**config.mk**
```make
export PLATFORM = sky130hd
export DESIGN_NAME = message_slot_carousel_top
export DESIGN_NICKNAME = d
export VERILOG_FILES = /design/src/rtl/msc_pkg.sv /design/src/rtl/msc_ctrl.sv /design/src/rtl/msc_dp.sv /design/src/rtl/message_slot_carousel_top.sv
export SDC_FILE = /design/constraint.sdc
export NUM_CORES = 1
export LEC_CHECK = 0
export BUFFER_PORTS_ARGS = -buffer_cell sky130_fd_sc_hd__buf_4
export CELL_PAD_IN_SITES_DETAIL_PLACEMENT = 1
export CELL_PAD_IN_SITES_GLOBAL_PLACEMENT = 1
export CORE_MARGIN = 1
export CORE_UTILIZATION = 45
export DETAILED_ROUTE_END_ITERATION = 8
export GPL_TIMING_DRIVEN = 0
export PLACE_DENSITY = 0.77
export SLEW_MARGIN = 20
export SYNTH_ARGS = -nofsm -noshare
export SYNTH_HDL_FRONTEND = slang
export SYNTH_SLANG_ARGS = --single-unit
```
**constraint.sdc**
```tcl
create_clock -name clk -period 8.3 [get_ports clk]
set_input_delay 1.66 -clock clk [delete_from_list [all_inputs] [get_ports clk]]
set_output_delay 1.66 -clock clk [all_outputs]
set_load 0.02 [all_outputs]
```
**src/rtl/msc_pkg.sv**
```systemverilog
`default_nettype none
// ----------------------------------------------------------------------------
// msc_pkg
// Shared types and constants of the message slot carousel: payload structs,
// action and show-kind codes, register indexes, controller/datapath links.
// ----------------------------------------------------------------------------
package msc_pkg;

  // slot store geometry
  localparam int SLOT_COUNT = 8;
  localparam int SLOT_W     = $clog2(SLOT_COUNT);

  // configuration port
  localparam int CFG_IDX_W  = 1;
  localparam int CFG_DATA_W = 6;
  localparam logic [CFG_IDX_W-1:0] REG_FLIP_SECONDS = 1'd0;
  localparam logic [CFG_IDX_W-1:0] REG_SHOW_CLOCK   = 1'd1;
  localparam logic [5:0]           FLIP_SECONDS_RST = 6'd4;

  // action codes
  localparam logic [1:0] ACT_TICK   = 2'd0;
  localparam logic [1:0] ACT_WRITE  = 2'd1;
  localparam logic [1:0] ACT_CLEAR  = 2'd2;
  localparam logic [1:0] ACT_FREEZE = 2'd3;

  // show-kind codes
  localparam logic [1:0] KIND_TEXT  = 2'd0;
  localparam logic [1:0] KIND_CLOCK = 2'd1;
  localparam logic [1:0] KIND_BOOT  = 2'd2;

  // timing constants
  localparam logic [3:0]  TICK_WRAP   = 4'd10;
  localparam logic [31:0] FREEZE_STEP = 32'd100;

  typedef struct packed {
    logic [1:0]  action;
    logic [2:0]  slot_index;
    logic [15:0] slot_timeout;
    logic        has_text;
    logic [31:0] freeze_ms;
    logic [31:0] now_seconds;
  } msc_in_t;

  typedef struct packed {
    logic       update_done;
    logic [1:0] show_kind;
    logic [2:0] shown_slot;
    logic       frozen;
  } msc_out_t;

  // controller to datapath
  typedef struct packed {
    logic take;
    logic exec;
    logic second;
    logic boot;
    logic upd;
    logic scan;
    logic load_out;
  } msc_cmd_t;

  // datapath to controller
  typedef struct packed {
    logic second_due;
    logic clr_req;
    logic flip_go;
    logic clock_now;
    logic hit;
    logic scan_last;
  } msc_stat_t;

endpackage
`default_nettype wire

```
**src/rtl/msc_ctrl.sv**
```systemverilog
`default_nettype none
// ----------------------------------------------------------------------------
// msc_ctrl
// Sequencer of the carousel: walks one item through execute, one-second
// processing, display update and slot scan, and owns both handshakes.
// ----------------------------------------------------------------------------
module msc_ctrl (
  input  wire logic              clk,
  input  wire logic              rst,
  input  wire logic              in_valid,
  output logic                   in_ready,
  output logic                   out_valid,
  input  wire logic              out_ready,
  input  wire msc_pkg::msc_stat_t st,
  output msc_pkg::msc_cmd_t       cmd
);
  import msc_pkg::*;

  typedef enum logic [6:0] {
    S_IDLE   = 7'b0000001,
    S_EXEC   = 7'b0000010,
    S_SECOND = 7'b0000100,
    S_BOOT   = 7'b0001000,
    S_UPD    = 7'b0010000,
    S_SCAN   = 7'b0100000,
    S_FINISH = 7'b1000000
  } state_t;

  state_t state, state_next;
  logic   out_free;

  assign in_ready = (state == S_IDLE);
  assign out_free = !out_valid || out_ready;

  // command decode
  always_comb begin
    cmd          = '0;
    cmd.take     = in_valid && in_ready;
    cmd.exec     = (state == S_EXEC);
    cmd.second   = (state == S_SECOND);
    cmd.boot     = (state == S_BOOT);
    cmd.upd      = (state == S_UPD);
    cmd.scan     = (state == S_SCAN);
    cmd.load_out = (state == S_FINISH) && out_free;
  end

  // next state
  always_comb begin
    state_next = state;
    unique case (state)
      S_IDLE: begin
        if (in_valid) state_next = S_EXEC;
      end
      S_EXEC: begin
        if (st.second_due)   state_next = S_SECOND;
        else if (st.clr_req) state_next = S_UPD;
        else                 state_next = S_FINISH;
      end
      S_SECOND: state_next = S_BOOT;
      S_BOOT: begin
        state_next = st.flip_go ? S_UPD : S_FINISH;
      end
      S_UPD: begin
        state_next = st.clock_now ? S_FINISH : S_SCAN;
      end
      S_SCAN: begin
        if (st.hit || st.scan_last) state_next = S_FINISH;
      end
      S_FINISH: begin
        if (out_free) state_next = S_IDLE;
      end
      default: state_next = S_IDLE;
    endcase
  end

  // state and output valid
  always_ff @(posedge clk) begin
    if (rst) begin
      state     <= S_IDLE;
      out_valid <= 1'b0;
    end else begin
      state <= state_next;
      if (cmd.load_out)   out_valid <= 1'b1;
      else if (out_ready) out_valid <= 1'b0;
    end
  end

endmodule
`default_nettype wire

```
**src/rtl/msc_dp.sv**
```systemverilog
`default_nettype none
// ----------------------------------------------------------------------------
// msc_dp
// Datapath of the carousel: configuration registers, per-slot timers and
// flags, freeze countdown, tick divider, flip timing, slot scan and result.
// ----------------------------------------------------------------------------
module msc_dp (
  input  wire logic                              clk,
  input  wire logic                              rst,
  input  wire msc_pkg::msc_in_t                  in_data,
  output msc_pkg::msc_out_t                      out_data,
  input  wire logic                              cfg_we,
  input  wire logic [msc_pkg::CFG_IDX_W-1:0]     cfg_index,
  input  wire logic [msc_pkg::CFG_DATA_W-1:0]    cfg_data,
  input  wire msc_pkg::msc_cmd_t                 cmd,
  output msc_pkg::msc_stat_t                     st
);
  import msc_pkg::*;

  localparam logic [SLOT_W-1:0] SLOT_LAST = SLOT_W'(SLOT_COUNT - 1);

  msc_in_t            item;
  logic [5:0]         flip_seconds;
  logic               show_clock;
  logic [15:0]        slot_timer [SLOT_COUNT];
  logic [SLOT_COUNT-1:0] slot_active;
  logic [SLOT_COUNT-1:0] slot_boot;
  logic [SLOT_W-1:0]  current_slot;
  logic [31:0]        freeze_left;
  logic [3:0]         tick_divider;
  logic [31:0]        last_flip_time;
  logic               clock_shown;
  logic               upd_done;
  logic [1:0]         upd_kind;
  logic [SLOT_W-1:0]  scan_ptr;
  logic [SLOT_W-1:0]  scan_cnt;

  logic [31:0]        flip_limit;
  logic               flip_due;
  logic [SLOT_W-1:0]  next_slot;
  logic [SLOT_W-1:0]  scan_start;
  logic [SLOT_W-1:0]  scan_ptr_inc;

  // flip interval check
  assign flip_limit = last_flip_time + {26'd0, flip_seconds};
  assign flip_due   = (last_flip_time > item.now_seconds) ||
                      (flip_limit < item.now_seconds);

  // round-robin start point
  assign next_slot    = (current_slot == SLOT_LAST) ? '0 : current_slot + 1'b1;
  assign scan_start   = (item.action == ACT_TICK) ? next_slot : current_slot;
  assign scan_ptr_inc = (scan_ptr == SLOT_LAST) ? '0 : scan_ptr + 1'b1;

  // status to the controller
  always_comb begin
    st            = '0;
    st.second_due = (item.action == ACT_TICK) && (tick_divider == TICK_WRAP);
    st.clr_req    = (item.action == ACT_CLEAR);
    st.flip_go    = flip_due && (freeze_left == '0);
    st.clock_now  = show_clock && !clock_shown;
    st.hit        = slot_active[scan_ptr];
    st.scan_last  = (scan_cnt == SLOT_LAST);
  end

  // configuration registers
  always_ff @(posedge clk) begin
    if (rst) begin
      flip_seconds <= FLIP_SECONDS_RST;
      show_clock   <= 1'b0;
    end else if (cfg_we) begin
      unique case (cfg_index)
        REG_FLIP_SECONDS: flip_seconds <= cfg_data;
        REG_SHOW_CLOCK:   show_clock   <= cfg_data[0];
        default: ;
      endcase
    end
  end

  // item and result payload
  always_ff @(posedge clk) begin
    if (cmd.take) item <= in_data;
    if (cmd.load_out) begin
      out_data.update_done <= upd_done;
      out_data.show_kind   <= upd_kind;
      out_data.shown_slot  <= current_slot;
      out_data.frozen      <= (freeze_left != '0);
    end
  end

  // carousel state
  always_ff @(posedge clk) begin
    if (rst) begin
      for (int s = 0; s < SLOT_COUNT; s++) slot_timer[s] <= '0;
      slot_active    <= '0;
      slot_boot      <= '0;
      current_slot   <= '0;
      freeze_left    <= '0;
      tick_divider   <= '0;
      last_flip_time <= '0;
      clock_shown    <= 1'b0;
      upd_done       <= 1'b0;
      upd_kind       <= KIND_TEXT;
      scan_ptr       <= '0;
      scan_cnt       <= '0;
    end else if (cmd.exec) begin
      upd_done <= 1'b0;
      upd_kind <= KIND_TEXT;
      unique case (item.action)
        ACT_TICK: begin
          // 100 ms off the freeze, divider counts eleven ticks
          if (freeze_left <= FREEZE_STEP) freeze_left <= '0;
          else                            freeze_left <= freeze_left - FREEZE_STEP;
          if (tick_divider == TICK_WRAP) tick_divider <= '0;
          else                           tick_divider <= tick_divider + 4'd1;
        end
        ACT_WRITE: begin
          if (int'(item.slot_index) < SLOT_COUNT) begin
            slot_active[SLOT_W'(item.slot_index)] <= item.has_text;
            slot_timer[SLOT_W'(item.slot_index)]  <= item.slot_timeout;
            slot_boot[SLOT_W'(item.slot_index)]   <= 1'b0;
          end
        end
        ACT_CLEAR: begin
          for (int s = 1; s < SLOT_COUNT; s++) slot_timer[s] <= '0;
          slot_timer[0] <= item.slot_timeout;
          slot_active   <= {{(SLOT_COUNT-1){1'b0}}, item.has_text};
          slot_boot     <= '0;
        end
        ACT_FREEZE: freeze_left <= item.freeze_ms;
        default: ;
      endcase
    end else if (cmd.second) begin
      // one second on every slot timer, expiring slots empty
      for (int s = 0; s < SLOT_COUNT; s++) begin
        if (slot_timer[s] == 16'd1) begin
          slot_active[s] <= 1'b0;
          slot_boot[s]   <= 1'b0;
        end
        if (slot_timer[s] != '0) slot_timer[s] <= slot_timer[s] - 16'd1;
      end
    end else if (cmd.boot) begin
      // boot message when nothing is left, then flip timing
      if (slot_active == '0) begin
        slot_timer[0]  <= 16'd1;
        slot_active[0] <= 1'b1;
        slot_boot[0]   <= 1'b1;
      end
      if (flip_due) last_flip_time <= item.now_seconds;
    end else if (cmd.upd) begin
      upd_done <= 1'b1;
      if (show_clock && !clock_shown) begin
        clock_shown <= 1'b1;
        upd_kind    <= KIND_CLOCK;
      end else begin
        if (show_clock) clock_shown <= 1'b0;
        scan_ptr <= scan_start;
        scan_cnt <= '0;
      end
    end else if (cmd.scan) begin
      // one slot per cycle, circular from the start point
      if (slot_active[scan_ptr]) begin
        current_slot <= scan_ptr;
        upd_kind     <= slot_boot[scan_ptr] ? KIND_BOOT : KIND_TEXT;
      end else if (scan_cnt == SLOT_LAST) begin
        current_slot <= '0;
        upd_kind     <= KIND_TEXT;
      end else begin
        scan_ptr <= scan_ptr_inc;
        scan_cnt <= scan_cnt + 1'b1;
      end
    end
  end

endmodule
`default_nettype wire

```
**src/rtl/message_slot_carousel_top.sv**
```systemverilog
`default_nettype none
// Each item passes the execute state; a one-second tick then passes the second
// and boot states, and a tick that flips or a clear passes the update state and,
// unless the clock is shown, the slot scan; the result loads in the finish state.
// One item in flight: the next input transfer can come in the cycle after the
// result is loaded, so the scan sets the worst case. Reset (rst, synchronous):
// all slots empty, slot 0 current, flip interval 4, clock mode off, no result pending.
// ----------------------------------------------------------------------------
// message_slot_carousel_top
// Chooses which message slot a display shows: timers, freeze, round-robin
// flips and clock interleave, one result per input item.
// ----------------------------------------------------------------------------
module message_slot_carousel_top (
  input  wire logic                            clk,
  input  wire logic                            rst,
  input  wire logic                            in_valid,
  output logic                                 in_ready,
  input  wire msc_pkg::msc_in_t                in_data,
  output logic                                 out_valid,
  input  wire logic                            out_ready,
  output msc_pkg::msc_out_t                    out_data,
  input  wire logic                            cfg_we,
  input  wire logic [msc_pkg::CFG_IDX_W-1:0]   cfg_index,
  input  wire logic [msc_pkg::CFG_DATA_W-1:0]  cfg_data
);
  import msc_pkg::*;

  msc_cmd_t  cmd;
  msc_stat_t st;

  // sequencer
  msc_ctrl u_ctrl (
    .clk       (clk),
    .rst       (rst),
    .in_valid  (in_valid),
    .in_ready  (in_ready),
    .out_valid (out_valid),
    .out_ready (out_ready),
    .st        (st),
    .cmd       (cmd)
  );

  // datapath
  msc_dp u_dp (
    .clk       (clk),
    .rst       (rst),
    .in_data   (in_data),
    .out_data  (out_data),
    .cfg_we    (cfg_we),
    .cfg_index (cfg_index),
    .cfg_data  (cfg_data),
    .cmd       (cmd),
    .st        (st)
  );

endmodule
`default_nettype wire

```
# --- Yosys cells after proc, flatten, opt, wreduce, memory -nomap -nowiden ---
# Memories as Yosys holds them, arrays and structs flattened.
# Cells that the tools add are included.
# W data, S select, Z words.
word_totals:
  ramBits: 128
  out_inout_bits: 9
  mem_bits_ro: 0
  regBits: 205
  in_bits: 98
  memories: 1
  word_cells: 310
  latchBits: 0
mem_list:
  columns: ["memory", "depth", "word_bits", "rd", "rd_ports_with_merged_regs", "write_ports", "line_no", "rtl"]
  rows:
  - ["u_dp.slot_timer", 8, 16, 8, 0, 8, "msc_dp.sv:25", "logic [15:0] slot_timer [SLOT_COUNT];"]
classes:
  div: 0
  multipliers: 0
  n_lt_le_gt_ge: 6
  eq_ne: 31
  addsub: 14
  mux: 135
  bitwise_logic: 24
  n_shift: 0
  reduce_logical: 60
op_table:
  columns: ["cell", "count"]
  rows:
  - ["$mux W16", 18]
  - ["$eq A16 B1 Y1 const B", 8]
  - ["$reduce_bool A16 Y1", 8]
  - ["$sub A16 B1 Y16 const B", 8]
  - ["$mux W1", 75]
  - ["$pmux W32 S2", 1]
  - ["$mux W7", 8]
  - ["$pmux W7 S7", 1]
  - ["$mux W3", 16]
  - ["$add A32 B6 Y32", 1]
  - ["$gt A32 B32 Y1", 1]
  - ["$le A32 B7 Y1 const B", 1]
  - ["$logic_not A32 Y1", 1]
  - ["$lt A32 B32 Y1", 1]
  - ["$mux W32", 1]
  - ["$pmux W8 S2", 2]
  - ["$reduce_bool A32 Y1", 1]
  - ["$sub A32 B7 Y32 const B", 1]
  - ["$reduce_and A3 Y1", 9]
  - ["$reduce_bool A2 Y1", 13]
  - ["$or A1 B1 Y1", 17]
  - ["$mux W8", 2]
  - ["$reduce_or A16 Y1", 1]
  - ["$mux W2", 6]
  - ["other kinds (37)", 69]

# --- Longest topological paths before layout ---
# Gate-level depths: netlist of run 1.
logic_depth:
  ltp_word: 9
  depth_mapped: 19
  depth_no_buf: 18

# --- By module ---
# A second synthesis of run 1 with hierarchy kept.
hier_totals:
  cells_unflattened: 1927
  area_unflattened_um2: 18695.4
by_module_without_submodules:
  columns: ["module", "n_inst", "area_per_inst_um2", "seq_area_each_um2", "cells_each"]
  rows:
  - ["msc_dp", 1, 18072.3, 8718.4, 1856]
  - ["msc_ctrl", 1, 623.1, 160.2, 71]

# --- Least setup slack after synthesis of run 1 ---
# OpenSTA, ideal clock, no wires.
synth_timing:
  path_type: "input -> register"
  start: "input in_valid"
  end: "register u_ctrl.state[6]"
  t_required_ns: 8.222
  path_stages: 5
  path_buffers: 0
  setup_slack_ns: 3.861
  arrival_time_ns: 4.361
  setup_ns: 0.078
  path_cell_list: "and4b_1 nor4_1 o22ai_1 nand2_1 nor3_1"
synth_via:
  elab_chain_len: 2
synth_rtl:
  columns: ["element", "line_no", "rtl"]
  rows:
  - ["start: declaration", "message_slot_carousel_top.sv:16", "input wire logic in_valid,"]
  - ["$ne A2 B2 Y1 (no line)", null, null]
  - ["$reduce_and A3 Y1 (no line)", null, null]
  - ["end signal: assignment", "msc_ctrl.sv:82", "state <= state_next;"]
  - ["end: declaration", "msc_ctrl.sv:29", "state_t state, state_next;"]
# No other way between the ends.
# A chain may end at the register's enable or synchronous reset.

# --- Final worst setup path of run 1 ---
layout_timing:
  start: "register u_dp.last_flip_time[1]"
  end: "register u_dp.last_flip_time[15]"
layout_via:
  elab_chain_len: 4
  elab_cells_between_ends: 5
  classes_between: "add/sub: 1; order compare: 2; reduce/logical: 2"
layout_rtl:
  columns: ["element", "line_no", "rtl"]
  rows:
  - ["start: declaration", "msc_dp.sv:31", "logic [31:0] last_flip_time;"]
  - ["start signal: assignment", "msc_dp.sv:148", "if (flip_due) last_flip_time <= item.now_seconds;"]
  - ["$add A32 B6 Y32", "msc_dp.sv:45", "assign flip_limit = last_flip_time + {26'd0, flip_seconds};"]
  - ["$lt A32 B32 Y1", "msc_dp.sv:47", "(flip_limit < item.now_seconds);"]
  - ["$logic_or A1 B1 Y1 *", "msc_dp.sv:46", "assign flip_due = (last_flip_time > item.now_seconds) ||"]
  - ["$reduce_and A4 Y1 (no line) *", null, null]
# Mark *: on every way between the ends. The rest lies on a longest branch, timed or not.

==> results.rst, run 1 <==
.. list-table::
   :header-rows: 1

   * - Metric
     - Value
   * - Status
     - complete, no violations
   * - Dominant cells by area after synthesis
     - sky130_fd_sc_hd__edfxtp_1, sky130_fd_sc_hd__dfxtp_1, sky130_fd_sc_hd__ha_1
   * - Max-slew violation count
     - 0
   * - Post-synthesis xor/xnor area fraction
     - 0.0642
   * - Clock tree sinks
     - approximately 330
   * - Number of maximum-capacitance constraint violations
     - 0
   * - Starting Density
     - 0.458
   * - Worst Hold Slack
     - 438 ps
   * - Peak supply drop
     - around 0.16 mV
   * - Max-slew headroom at the worst pin
     - 0.241
   * - Die H
     - 204 um
   * - Setup repair bufs after CTS
     - 0
   * - Half-perimeter wire length of the detailed placement result
     - 38.5 mm
   * - CTS tree
     - done
   * - First-pass GRT wire length
     - ~84 mm
   * - CP max FO
     - 10
   * - Register-to-register setup slack
     - roughly 2800 ps
   * - Setup TNS after final layout
     - 0 ps
   * - Count of antenna diodes in the layout
     - 0
   * - WP data required
     - 8790 ps
   * - Total of cells resized after clock tree synthesis
     - 0
   * - Final #Nets
     - ~2.2k
   * - Hold worst-path end
     - u_dp.out_data[5]$_DFFE_PP_
   * - Number of buffers added on ports
     - 105
   * - Number of standard-cell rows in the floorplan
     - 73
   * - Count of state elements after synthesis
     - ~330
   * - Hold/Removal Path Class
     - flop to flop
   * - Achievable frequency
     - 182 MHz
   * - Area growth from synthesis to layout
     - 15.1%
   * - Total congestion overflow
     - 0
   * - Via count
     - ~15k
   * - Launch instance of the worst register-to-register path
     - u_dp.last_flip_time[1]$_SDFFE_PP0P_
   * - Simple-Gate Fraction of Synth Area
     - 0.193
   * - CTS root buf
     - sky130_fd_sc_hd__clkbuf_16
   * - PwrDens
     - between 150 and 200 nW/um^2
   * - Clock buffers created by TritonCTS
     - 39
   * - Average detailed-routed wire length per instance
     - approximately 21 um
   * - Launch instance of the worst min-delay path
     - u_dp.upd_kind[1]$_SDFFE_PP0P_
   * - Type of element capturing the critical path
     - flop
   * - Largest buffer count on any clock path
     - 3
   * - Fraction of registers with async set or reset after synthesis
     - 0
   * - Post-synth EDFFs
     - roughly 220
   * - Die ar.
     - just over 40000 sq um
   * - Maximum number of pins on one net before global-route repair
     - 49
   * - Number of hold buffers added after CTS
     - 0
   * - Count of mapped cells out of synthesis
     - 1872
   * - Clock slew at reported path FFs
     - approximately 60 ps
   * - Most frequent cell after synthesis
     - sky130_fd_sc_hd__nand2_1
   * - Most used standard cells in the synthesized netlist
     - sky130_fd_sc_hd__nand2_1, sky130_fd_sc_hd__edfxtp_1, sky130_fd_sc_hd__o21ai_0
   * - Number of antenna violations at the first check in global routing
     - 1
   * - Startpoint-to-endpoint class of the critical path
     - flop to flop
   * - I/O pins
     - 107
   * - Final setup violating endpoints
     - 0
   * - Main combinational cell family by area after synthesis
     - simple AND/OR/NAND/NOR gates
   * - Arrival time at the worst endpoint
     - roughly 6000 ps
   * - Synthesized net count
     - ~2.1k
   * - Area fraction in compound gates after synthesis
     - 0.122
   * - Post-synthesis instance area
     - 18300 sq um
   * - Depth of the worst hold-timing path
     - 0
   * - Placeable core region
     - about 40000 sq um
   * - Worst r2r path cells
     - 18
   * - Post-synthesis area per instance
     - about 9.8 sq um
   * - Drt first pass iters
     - 5
   * - Endpoint of the most critical register-to-register path
     - u_dp.last_flip_time[15]$_SDFFE_PP0P_
   * - All-layer global routing usage
     - 0.260
   * - RePlAce Congestion
     - approximately 0.86
   * - Setup repair after global routing missed its margin
     - no
   * - Final critical path time including I/O delays and setup
     - about 5500 ps
   * - Via-to-Cell Ratio
     - between 5 and 6
   * - Synth Flop Type
     - sky130_fd_sc_hd__edfxtp_1
   * - Multiplexer fraction of the synthesized cell area
     - 0.0296
   * - Transition at the pin with the smallest max-transition slack
     - ~1100 ps
   * - Starting DRT DRC Count
     - 927
   * - Sequential area share after synthesis
     - 0.485
   * - Startpoint type of the worst setup path
     - flop
   * - Antenna Nets Post-Route
     - 0
   * - Fraction of layout instances using a drive strength above 1
     - 0.109
   * - Adder-cell area share of the yosys netlist
     - 0.0702
   * - Skew final
     - about 23 ps
   * - Warnings, synthesis
     - 0
   * - CTS H-Tree Depth
     - 2
   * - Share of the clock period used by the worst path after layout
     - 0.663
   * - Top cell type's share of synthesized area
     - 0.363
   * - Lkg Pwr
     - between 7 and 8 nW
   * - Library cells used by synthesis
     - 77
   * - Horizontal die dimension
     - 204 um
   * - Final routed DRC violation total
     - 0
   * - Placed instance area
     - 19900 sq um
   * - Clock insertion delay at the later pin of the skew report
     - approximately 580 ps
   * - Post-synthesis cell type with the largest combined area
     - sky130_fd_sc_hd__edfxtp_1
   * - Via count of the first global-routing pass
     - 15.7k
   * - Hold Violations, Final
     - 0
   * - Wire length reported by the detailed router
     - roughly 54 mm
   * - Fin area
     - 21100 sq um
## registers in the layout, indices dropped and copies added (netlist names), 4 cells and up
signal and count:
u_dp.slot_timer 128, u_dp.item 86, u_dp.freeze_left 32, u_dp.last_flip_time 32, u_dp.slot_active 8, u_dp.slot_boot 8, u_ctrl.state 7, u_dp.out_data 7
u_dp.flip_seconds 6, u_dp.tick_divider 4
## cells in the final DEF (no fill, tap or decap), types with 9 or more instances in the layout
| master | count |
|---|---|
| sky130_fd_sc_hd__buf_4 | 121 |
| sky130_fd_sc_hd__mux2i_1 | 44 |
| sky130_fd_sc_hd__and3_1 | 19 |
| sky130_fd_sc_hd__ha_1 | 101 |
| sky130_fd_sc_hd__or3_1 | 20 |
| sky130_fd_sc_hd__nand2_1 | 300 |
| sky130_fd_sc_hd__a21o_1 | 14 |
| sky130_fd_sc_hd__edfxtp_1 | 221 |
| sky130_fd_sc_hd__a221oi_1 | 9 |
| sky130_fd_sc_hd__a32o_1 | 9 |
| sky130_fd_sc_hd__a21oi_1 | 80 |
| sky130_fd_sc_hd__clkbuf_1 | 75 |
| sky130_fd_sc_hd__nand4_1 | 17 |
| sky130_fd_sc_hd__nor3b_1 | 10 |
| sky130_fd_sc_hd__dfxtp_1 | 112 |
| sky130_fd_sc_hd__nand3_1 | 45 |
| sky130_fd_sc_hd__nor2_1 | 120 |
| sky130_fd_sc_hd__nor4_1 | 38 |
| sky130_fd_sc_hd__buf_2 | 12 |
| sky130_fd_sc_hd__xor2_1 | 56 |
| sky130_fd_sc_hd__or4_1 | 12 |
| sky130_fd_sc_hd__nand2b_1 | 13 |
| sky130_fd_sc_hd__nor2b_1 | 16 |
| sky130_fd_sc_hd__nor3_1 | 68 |
| sky130_fd_sc_hd__clkbuf_16 | 40 |
| sky130_fd_sc_hd__o21ai_0 | 168 |
| sky130_fd_sc_hd__xnor2_1 | 78 |
| sky130_fd_sc_hd__inv_1 | 71 |
## how the worst max path moves through the flow
stage | from | to | slack [ps] | cells past startpoint
2_1_floorplan | in_valid | u_ctrl.state[6]$_SDFFE_PP0P_ | 3860 | 5
3_3_place_gp | in_valid | u_ctrl.state[6]$_SDFFE_PP0P_ | 2430 | 6
3_5_place_dp | u_dp.last_flip_time[1]$_SDFFE_PP0P_ | u_dp.last_flip_time[7]$_SDFFE_PP0P_ | 2820 | 18
4_1_cts | u_dp.last_flip_time[1]$_SDFFE_PP0P_ | u_dp.last_flip_time[18]$_SDFFE_PP0P_ | 2770 | 18
5_1_grt | u_dp.last_flip_time[1]$_SDFFE_PP0P_ | u_dp.last_flip_time[4]$_SDFFE_PP0P_ | 2470 | 18
6_report | u_dp.last_flip_time[1]$_SDFFE_PP0P_ | u_dp.last_flip_time[15]$_SDFFE_PP0P_ | 2800 | 18
## cell type report
type	instances	area, sq um
buffer	89	397
clock buffer	59	1130
clock inverter	10	62.6
fill	4512	18900
inverter	72	270
multi-input combinational	1378	8760
sequential	333	8880
tap	525	657
timing repair buffer	114	892
## critical path: stages, from the launching register on
cell                       delay (ps)
sky130_fd_sc_hd__dfxtp_1          340
sky130_fd_sc_hd__ha_1             310
sky130_fd_sc_hd__a21o_1           170
sky130_fd_sc_hd__a21oi_1          210
sky130_fd_sc_hd__o21ai_0          120
sky130_fd_sc_hd__a21o_1           210
sky130_fd_sc_hd__a21oi_1          420
sky130_fd_sc_hd__clkbuf_1         480
sky130_fd_sc_hd__nor2_1           120
sky130_fd_sc_hd__xor2_1           160
sky130_fd_sc_hd__ha_1             300
sky130_fd_sc_hd__a211o_1          260
sky130_fd_sc_hd__a21oi_1          190
sky130_fd_sc_hd__o211ai_1         120
sky130_fd_sc_hd__a211oi_1         410
sky130_fd_sc_hd__o221ai_1         280
sky130_fd_sc_hd__a31oi_1          640
sky130_fd_sc_hd__buf_2            460
sky130_fd_sc_hd__mux2i_1          230
## metrics by stage
step / setup WS [ps] / cells / util / total power [mW]
detailed placement: 2820 / 2511 / 0.497 / 2.23
finish: 2800 / 2580 / 0.527 / 3.84
global placement: 2430 / 2502 / 0.494 / 2.21
CTS: 2770 / 2580 / 0.527 / 3.87
global route: 2470 / 2580 / 0.527 / 3.96
floorplan: 3860 / 1872 / - / 2.08
## cells by family after synthesis
group           Yosys count
buf+inv                 161
fa+ha+maj               102
flops                   333
mux                      49
xor+xnor                134
simple gates            726
compound gates          367
## power breakdown
group,internal (mW),switching (mW)
Clock,0.941,0.696
Sequential,1.83,0.0435
Combinational,0.123,0.205
## per-layer routing
metal / part of all wire / wire length [um] / GRT usage / vias up
met5: 0 / 0 / 0 / -
li1: - / - / - / 7070
met1: 0.42 / 22800 / 0.317 / 7460
met4: 0.034 / 1850 / 0.102 / 0
met3: 0.045 / 2410 / 0.0414 / 112
met2: 0.50 / 26600 / 0.459 / 336
(Power assumes the default switching activity.)
==> inputs of run 2 (changes only) <==
==> constraint.sdc (replaced) <==
create_clock -name clk -period 5.77 [get_ports clk]
set_input_delay 1.154 -clock clk [delete_from_list [all_inputs] [get_ports clk]]
set_output_delay 1.154 -clock clk [all_outputs]
set_load 0.02 [all_outputs]
==> run 2 against run 1 <==
Utilization about the same. Clock power is 44% higher. Sequential power up 44%. Register-to-register slack got worse by 2300 ps. First-iteration DRC count is 0.11% higher. Flip-flop and latch count stayed put. Global-route usage did not move. Clock-buffer cell count unchanged. Non-clock buffer count unchanged. Cell count unchanged. Worst hold slack unchanged. Critical path type unchanged. Critical endpoint unchanged. Highest routed layer unchanged.
==> results.rst, run 2 (synthesized netlist as in run 1, its figures left out) <==
.. list-table::
   :header-rows: 1

   * - Metric
     - Value
   * - Status
     - complete, no violations (unchanged)
   * - Fraction of layout instances using a drive strength above 1
     - 0.110 (was 0.109)
   * - Clock tree sinks
     - 333 (unchanged)
   * - Launch instance of the worst register-to-register path
     - u_dp.last_flip_time[1]$_SDFFE_PP0P_ (unchanged)
   * - All-layer global routing usage
     - 0.260 (unchanged)
   * - Type of element capturing the critical path
     - flop (unchanged)
   * - Starting DRT DRC Count
     - 928 (was 927)
   * - Final #Nets
     - 2227 (unchanged)
   * - Endpoint of the most critical register-to-register path
     - u_dp.last_flip_time[15]$_SDFFE_PP0P_ (unchanged)
   * - Register area
     - 8880 sq um (unchanged)
   * - Depth of the worst hold-timing path
     - 0 (unchanged)
   * - RePlAce Congestion
     - 0.860 (unchanged)
   * - Starting Density
     - 0.458 (unchanged)
   * - Number of buffers added on ports
     - 105 (unchanged)
   * - Average detailed-routed wire length per instance
     - 20.8 um (about the same)
   * - Number of antenna violations at the first check in global routing
     - 1 (unchanged)
   * - Hold worst-path end
     - u_dp.out_data[5]$_DFFE_PP_ (unchanged)
   * - Number of maximum-capacitance constraint violations
     - 0 (unchanged)
   * - Launch instance of the worst min-delay path
     - u_dp.upd_kind[1]$_SDFFE_PP0P_ (unchanged)
   * - Arrival time at the worst endpoint
     - 5770 ps (was 5990 ps)
   * - Total congestion overflow
     - 0 (unchanged)
   * - Startpoint-to-endpoint class of the critical path
     - flop to flop (unchanged)
   * - Transition at the pin with the smallest max-transition slack
     - 1130 ps (about the same)
   * - I/O pins
     - 107 (unchanged)
   * - Via-to-Cell Ratio
     - 5.80 (was 5.81)
   * - Count of filler cells inserted in the layout
     - 4512 (unchanged)
   * - Via count
     - 15.0k (about the same)
   * - PwrDens
     - 262 nW/um^2 (was 182 nW/um^2)
   * - Area of the multi-input gates
     - 8770 sq um (was 8760 sq um)
   * - Peak supply drop
     - 0.224 mV (was 0.156 mV)
   * - Largest buffer count on any clock path
     - 3 (unchanged)
   * - Worst r2r path cells
     - 18 (unchanged)
   * - Max-slew headroom at the worst pin
     - 0.241 (about the same)
   * - Share of the clock period used by the worst path after layout
     - 0.914 (was 0.663)
   * - Maximum number of pins on one net before global-route repair
     - 49 (unchanged)
   * - Final setup violating endpoints
     - 0 (unchanged)
   * - CP max FO
     - 10 (unchanged)
   * - Largest reg by FF count
     - u_dp.slot_timer (unchanged)
   * - Flip-flop count of the largest register after layout
     - 128 (unchanged)
   * - Final Worst Setup Slack
     - 495 ps (was 2800 ps)
   * - Die H
     - 204 um (unchanged)
   * - Register-to-register setup slack
     - 490 ps (was 2800 ps)
   * - CTS root buf
     - sky130_fd_sc_hd__clkbuf_16 (unchanged)
   * - Clock insertion delay at the later pin of the skew report
     - 580 ps (about the same)
   * - Half-perimeter wire length of the detailed placement result
     - 38.5 mm (unchanged)
   * - Commonest non-fill, non-tap cell in the layout
     - sky130_fd_sc_hd__nand2_1 (unchanged)
   * - Final core occ
     - 0.528 (was 0.527)
   * - Placeable core region
     - 39900 sq um (unchanged)
   * - Wire length reported by the detailed router
     - 53.6 mm (about the same)
   * - Horizontal die dimension
     - 204 um (unchanged)
   * - Drt first pass iters
     - 5 (unchanged)
   * - First-pass GRT wire length
     - 84.4 mm (unchanged)
   * - Die ar.
     - 41500 sq um (unchanged)
   * - Startpoint type of the worst setup path
     - flop (unchanged)
   * - Setup repair bufs after CTS
     - 0 (unchanged)
   * - Setup TNS after final layout
     - 0 ps (unchanged)
   * - CTS H-Tree Depth
     - 2 (unchanged)
   * - Achievable frequency
     - 190 MHz (was 182 MHz)
   * - Hold Violations, Final
     - 0 (unchanged)
   * - Number of standard-cell rows in the floorplan
     - 73 (unchanged)
   * - Final routed DRC violation total
     - 0 (unchanged)
   * - Skew final
     - 22.8 ps (was 22.7 ps)
   * - Hold/Removal Path Class
     - flop to flop (unchanged)
   * - Via count of the first global-routing pass
     - 15.7k (unchanged)
   * - Clock buffers created by TritonCTS
     - 39 (unchanged)
   * - Worst setup slack before clock tree synthesis
     - 294 ps (was 2820 ps)
   * - Setup repair after global routing missed its margin
     - no (unchanged)
   * - CTS tree
     - done (unchanged)
   * - Final critical path time including I/O delays and setup
     - 5280 ps (was 5500 ps)
   * - Worst Hold Slack
     - 438 ps (unchanged)
   * - WP data required
     - 6260 ps (was 8790 ps)
   * - Max-slew violation count
     - 0 (unchanged)
   * - Biggest registers after layout
     - u_dp.slot_timer: 128 flops, u_dp.item: 86 flops (unchanged)
   * - Antenna Nets Post-Route
     - 0 (unchanged)
   * - Area growth from synthesis to layout
     - 15.1% (about the same)
   * - Most frequent cells in the layout
     - sky130_fd_sc_hd__nand2_1, sky130_fd_sc_hd__edfxtp_1, sky130_fd_sc_hd__o21ai_0 (unchanged)
   * - Lkg Pwr
     - 7.93 nW (about the same)
   * - Count of antenna diodes in the layout
     - 0 (unchanged)
   * - Clock slew at reported path FFs
     - 60 ps (about the same)
run 2: cell count changes in the layout (fill, tap and decap cells not counted):
cell,delta
sky130_fd_sc_hd__a31oi_1,-1
sky130_fd_sc_hd__a31oi_2,+1
run 2: routing by layer:
| metal | part of all wire | wire, um | global-route usage |
|---|---|---|---|
| met2 | 0.50 | 26600 | 0.459 |
| met1 | 0.43 | 22800 | 0.317 |
| met5 | 0 | 0 | 0 |
| met3 | 0.044 | 2330 | 0.0414 |
| met4 | 0.034 | 1840 | 0.102 |
run 2: final cells by class:
| class | count | share of cell area |
|---|---|---|
| plain buffers | 89 | 0.0188 |
| clock buffers | 59 | 0.0538 |
| clock inverters | 10 | 0.00297 |
| inverters | 72 | 0.0128 |
| multi-input cells | 1378 | 0.416 |
| flip-flops and latches | 333 | 0.422 |
| well taps | 525 | 0.0312 |
| repair buffers | 114 | 0.0424 |
run 2: worst max-delay path by stage:
stage                                                    from                              endpoint  slack, ps  depth (start not counted)
final                     u_dp.last_flip_time[1]$_SDFFE_PP0P_  u_dp.last_flip_time[15]$_SDFFE_PP0P_        490                         18
after global routing      u_dp.last_flip_time[1]$_SDFFE_PP0P_   u_dp.last_flip_time[4]$_SDFFE_PP0P_        170                         18
after CTS                 u_dp.last_flip_time[1]$_SDFFE_PP0P_  u_dp.last_flip_time[18]$_SDFFE_PP0P_        240                         18
after detailed placement  u_dp.last_flip_time[1]$_SDFFE_PP0P_   u_dp.last_flip_time[7]$_SDFFE_PP0P_        290                         18
after global placement    u_dp.last_flip_time[1]$_SDFFE_PP0P_  u_dp.last_flip_time[18]$_SDFFE_PP0P_        350                         18
after floorplan           u_dp.last_flip_time[1]$_SDFFE_PP0P_  u_dp.last_flip_time[10]$_SDFFE_PP0P_       1700                         18
run 2: timing repair:
action / in CTS / in global routing
hold buffers: 0 / 0
resized for setup: 0 / 1
setup endpoints to repair: 0 / 26
run 2: stage by stage:
stage | cell area [sq um] | instances | power (mW)
finish | 21100 | 2580 | 5.52
global route | 21100 | 2580 | 5.69
CTS | 21000 | 2580 | 5.57
detailed placement | 19900 | 2511 | 3.21
global placement | 19700 | 2502 | 3.18
floorplan | 18300 | 1872 | 3.00
run 2: report_power, final:
part | internal [mW] | switching (mW)
registers | 2.63 | 0.0625
clock network | 1.35 | 1.00
logic | 0.177 | 0.295
total | 4.16 | 1.36
run 2: critical path, cell delays in order (launching register included):
cell and delay, ps:
sky130_fd_sc_hd__dfxtp_1 340, sky130_fd_sc_hd__ha_1 310, sky130_fd_sc_hd__a21o_1 170, sky130_fd_sc_hd__a21oi_1 210, sky130_fd_sc_hd__o21ai_0 120, sky130_fd_sc_hd__a21o_1 210, sky130_fd_sc_hd__a21oi_1 410, sky130_fd_sc_hd__clkbuf_1 480
sky130_fd_sc_hd__nor2_1 120, sky130_fd_sc_hd__xor2_1 160, sky130_fd_sc_hd__ha_1 300, sky130_fd_sc_hd__a211o_1 260, sky130_fd_sc_hd__a21oi_1 190, sky130_fd_sc_hd__o211ai_1 120, sky130_fd_sc_hd__a211oi_1 410, sky130_fd_sc_hd__o221ai_1 300
sky130_fd_sc_hd__a31oi_2 440, sky130_fd_sc_hd__buf_2 420, sky130_fd_sc_hd__mux2i_1 230
==> inputs of run 3 (changes only) <==
--- a/config.mk
+++ b/config.mk
@@ -16,4 +16,5 @@
 export SLEW_MARGIN = 20
 export SYNTH_ARGS = -nofsm -noshare
 export SYNTH_HDL_FRONTEND = slang
+export SYNTH_HIERARCHICAL = 1
 export SYNTH_SLANG_ARGS = --single-unit
==> run 3 against run 2 <==
Clock power increased by 4%. Area after synthesis rose by 2.2%. Combinational power is 11% higher. Highest routed layer unchanged. Largest cell class is now multi-input gates. Die area increased by 2.2%. Design area grew 1.9%. Flip-flop and latch count stayed put.
==> results.rst, run 3 <==
.. list-table::
   :header-rows: 1

   * - Metric
     - Value
   * - Status
     - complete, no violations (unchanged)
   * - Clock buffers created by TritonCTS
     - 39 (unchanged)
   * - Most frequent cell after synthesis
     - sky130_fd_sc_hd__nand2_1 (unchanged)
   * - Most frequent cells in the layout
     - sky130_fd_sc_hd__nand2_1, sky130_fd_sc_hd__edfxtp_1, sky130_fd_sc_hd__o21ai_0 (unchanged)
   * - Setup TNS after final layout
     - 0 ps (unchanged)
   * - Die ar.
     - 42400 sq um (was 41500 sq um)
   * - Starting DRT DRC Count
     - 1013 (was 928)
   * - Arrival time at the worst endpoint
     - 5780 ps (was 5770 ps)
   * - Setup repair bufs after CTS
     - 0 (unchanged)
   * - Peak supply drop
     - 0.264 mV (was 0.224 mV)
   * - CP max FO
     - 10 (unchanged)
   * - Post-synth EDFFs
     - 221 (unchanged)
   * - Final setup violating endpoints
     - 0 (unchanged)
   * - Area growth from synthesis to layout
     - 14.8% (was 15.1%)
   * - Largest buffer count on any clock path
     - 3 (unchanged)
   * - Hold/Removal Path Class
     - flop to flop (unchanged)
   * - CTS tree
     - done (unchanged)
   * - Via count
     - 15.3k (was 15.0k)
   * - Worst path slowest cell
     - sky130_fd_sc_hd__o21ai_1 (was sky130_fd_sc_hd__clkbuf_1)
   * - Count of antenna diodes in the layout
     - 0 (unchanged)
   * - PnR Total Power
     - 5.70 mW (was 5.52 mW)
   * - CTS root buf
     - sky130_fd_sc_hd__clkbuf_16 (unchanged)
   * - Skew final
     - 26.2 ps (was 22.8 ps)
   * - Achievable frequency
     - 189 MHz (was 190 MHz)
   * - First-pass GRT wire length
     - 84.9 mm (was 84.4 mm)
   * - Max-slew violation count
     - 0 (unchanged)
   * - Startpoint type of the worst setup path
     - flop (unchanged)
   * - Wire length reported by the detailed router
     - 54.1 mm (was 53.6 mm)
   * - PwrDens
     - 265 nW/um^2 (was 262 nW/um^2)
   * - Total congestion overflow
     - 0 (unchanged)
   * - Type of element capturing the critical path
     - flop (unchanged)
   * - Commonest non-fill, non-tap cell in the layout
     - sky130_fd_sc_hd__nand2_1 (unchanged)
   * - Biggest registers after layout
     - u_dp/slot_timer: 128 flops, u_dp/item: 86 flops (was u_dp.slot_timer: 128 flops, u_dp.item: 86 flops)
   * - CP max stage delay
     - 790 ps (was 480 ps)
   * - Setup repair after global routing missed its margin
     - no (unchanged)
   * - Clock insertion delay at the later pin of the skew report
     - 580 ps (about the same)
   * - Horizontal die dimension
     - 206 um (was 204 um)
   * - Dominant cells by area after synthesis
     - sky130_fd_sc_hd__edfxtp_1, sky130_fd_sc_hd__dfxtp_1, sky130_fd_sc_hd__ha_1 (unchanged)
   * - Share of the clock period used by the worst path after layout
     - 0.918 (was 0.914)
   * - Final routed DRC violation total
     - 0 (unchanged)
   * - GR peak layer
     - met2 (unchanged)
   * - Most used standard cells in the synthesized netlist
     - sky130_fd_sc_hd__nand2_1, sky130_fd_sc_hd__edfxtp_1, sky130_fd_sc_hd__o21ai_0 (unchanged)
   * - Drt first pass iters
     - 5 (unchanged)
   * - Antenna Nets Post-Route
     - 0 (unchanged)
   * - RePlAce Congestion
     - 0.861 (was 0.860)
   * - Post-synthesis area per instance
     - 9.70 sq um (was 9.77 sq um)
   * - Placeable core region
     - 40900 sq um (was 39900 sq um)
   * - Sequential area share after synthesis
     - 0.475 (was 0.485)
   * - Clock slew at reported path FFs
     - 60 ps (about the same)
   * - Startpoint-to-endpoint class of the critical path
     - flop to flop (unchanged)
   * - Synth Flop Type
     - sky130_fd_sc_hd__edfxtp_1 (unchanged)
   * - Warnings, synthesis
     - 6 (was 0)
   * - Number of buffers added on ports
     - 106 (was 105)
   * - Max-slew headroom at the worst pin
     - 0.307 (was 0.241)
   * - Met2 GRT Util
     - 0.416 (was 0.459)
   * - Average detailed-routed wire length per instance
     - 20.5 um (was 20.8 um)
   * - Critical Path, Cell by Cell
     - ha_1 > inv_1 > fa_1 > nor2b_1 > o21ai_0 > a21boi_0 > o21a_1 > o21ai_1 > nor3_1 > xor2_1 > ha_1 > nand4_1 > nor3_1 > a221oi_1 > nand4_1 > o32ai_2 > clkbuf_1 > mux2i_1 (was ha_1 > a21o_1 > a21oi_1 > o21ai_0 > a21o_1 > a21oi_1 > clkbuf_1 > nor2_1 > xor2_1 > ha_1 > a211o_1 > a21oi_1 > o211ai_1 > a211oi_1 > o221ai_1 > a31oi_2 > buf_2 > mux2i_1)
   * - Number of maximum-capacitance constraint violations
     - 0 (unchanged)
   * - Hold Violations, Final
     - 0 (unchanged)
   * - Starting Density
     - 0.457 (was 0.458)
   * - Number of hold buffers added after CTS
     - 0 (unchanged)
   * - Flip-flop count of the largest register after layout
     - 128 (unchanged)
   * - Number of standard-cell rows in the floorplan
     - 74 (was 73)
   * - Via count of the first global-routing pass
     - 15.7k (about the same)
   * - Lkg Pwr
     - 8.02 nW (was 7.93 nW)
   * - Register-to-register setup slack
     - 470 ps (was 490 ps)
   * - Final #Nets
     - 2276 (was 2227)
   * - Final critical path time including I/O delays and setup
     - 5300 ps (was 5280 ps)
   * - Number of antenna violations at the first check in global routing
     - 0 (was 1)
   * - Fraction of layout instances using a drive strength above 1
     - 0.107 (was 0.110)
   * - Largest reg by FF count
     - u_dp/slot_timer (was u_dp.slot_timer)
   * - CTS H-Tree Depth
     - 2 (unchanged)
   * - Met3 track demand over resource
     - 0.0361 (was 0.0414)
   * - Via-to-Cell Ratio
     - 5.80 (about the same)
   * - Transition at the pin with the smallest max-transition slack
     - 1030 ps (was 1130 ps)
   * - Count of state elements after synthesis
     - 333 (unchanged)
   * - Count of filler cells inserted in the layout
     - 4644 (was 4512)
   * - Maximum number of pins on one net before global-route repair
     - 60 (was 49)
   * - Half-perimeter wire length of the detailed placement result
     - 37.9 mm (was 38.5 mm)
   * - Count of mapped cells out of synthesis
     - 1927 (was 1872)
   * - Post-synthesis instance area
     - 18700 sq um (was 18300 sq um)
   * - Final Worst Setup Slack
     - 472 ps (was 495 ps)
   * - Die H
     - 206 um (was 204 um)
   * - Fraction of met1 tracks used by global routing
     - 0.357 (was 0.317)
   * - Worst setup slack before clock tree synthesis
     - 360 ps (was 294 ps)
   * - WP data required
     - 6250 ps (was 6260 ps)
   * - Fraction of registers with async set or reset after synthesis
     - 0 (unchanged)
   * - Clock tree sinks
     - 333 (unchanged)
   * - Synthesized net count
     - 2128 (was 2072)
   * - Post-synthesis cell type with the largest combined area
     - sky130_fd_sc_hd__edfxtp_1 (unchanged)
   * - All-layer global routing usage
     - 0.257 (was 0.260)
   * - Top cell type's share of synthesized area
     - 0.355 (was 0.363)
   * - Library cells used by synthesis
     - 86 (was 77)
   * - Total of cells resized after clock tree synthesis
     - 0 (unchanged)
   * - I/O pins
     - 107 (unchanged)
## run 3: layer usage
| layer | vias to the layer above | wire length, um |
|---|---|---|
| li1 | 7232 | - |
| met5 | - | 0 |
| met3 | 75 | 2780 |
| met4 | 0 | 1210 |
| met1 | 7622 | 24900 |
| met2 | 364 | 25200 |
## run 3: final cells by class
cell class / instances / area (sq um) / share of cell area
Sequential cell: 333 / 8880 / 0.414
Clock inverter: 24 / 230 / 0.0107
Inverter: 77 / 289 / 0.0135
Clock buffer: 47 / 1030 / 0.0479
Timing Repair Buffer: 107 / 823 / 0.0384
Tap cell: 532 / 666 / 0.0310
Buffer: 89 / 428 / 0.0199
Multi-Input combinational cell: 1428 / 9110 / 0.425
## run 3: metrics by stage
step           instance area [sq um]  hold slack, ps  utilization  std cells
2_1_floorplan                  18700             408            -       1927
3_3_place_gp                   20200             431        0.493       2565
3_5_place_dp                   20200             434        0.493       2566
4_1_cts                        21400             447        0.524       2637
5_1_grt                        21500             459        0.524       2637
6_report                       21500             447        0.524       2637
## run 3: critical path: cells and delay by family (launching register included)
| kind | cells | cell delay [ps] |
|---|---|---|
| flip-flops | 1 | 320 |
| AND/OR/NAND/NOR | 5 | 610 |
| AO/OA/AOI/OAI | 6 | 2230 |
| adder cells (fa/ha/maj) | 3 | 740 |
| multiplexers | 1 | 280 |
| buffers and inverters | 2 | 810 |
| XOR/XNOR | 1 | 190 |
## run 3: final timing paths
kind,startpoint,end,cells past startpoint
worst max-delay path,u_dp/flip_seconds[0]$_SDFFE_PP0P_,u_dp/last_flip_time[0]$_SDFFE_PP0P_,18
worst min register to register,u_dp/upd_kind[0]$_SDFFE_PP0P_,u_dp/out_data[4]$_DFFE_PP_,0
worst min-delay path,u_dp/upd_kind[0]$_SDFFE_PP0P_,u_dp/out_data[4]$_DFFE_PP_,0
worst max register to register,u_dp/flip_seconds[0]$_SDFFE_PP0P_,u_dp/last_flip_time[0]$_SDFFE_PP0P_,18
## run 3: power breakdown
part	switching, mW	total, mW	internal, mW
registers	0.0684	2.72	2.65
clock network	1.04	2.46	1.41
logic	0.332	0.521	0.190
total	1.44	5.70	4.25
## run 3: kinds of logic (layout without fill, tap and decap cells)
| kind of cell | Yosys count | after routing | synth area share |
|---|---|---|---|
| AND/OR/NAND/NOR | 757 | 757 | 0.202 |
| AO/OA/AOI/OAI | 381 | 381 | 0.122 |
| flip-flops | 333 | 333 | 0.475 |
| buffers and inverters | 166 | 344 | 0.0383 |
| XOR/XNOR | 138 | 138 | 0.0647 |
| adder cells (fa/ha/maj) | 103 | 103 | 0.0693 |
| multiplexers | 49 | 49 | 0.0290 |
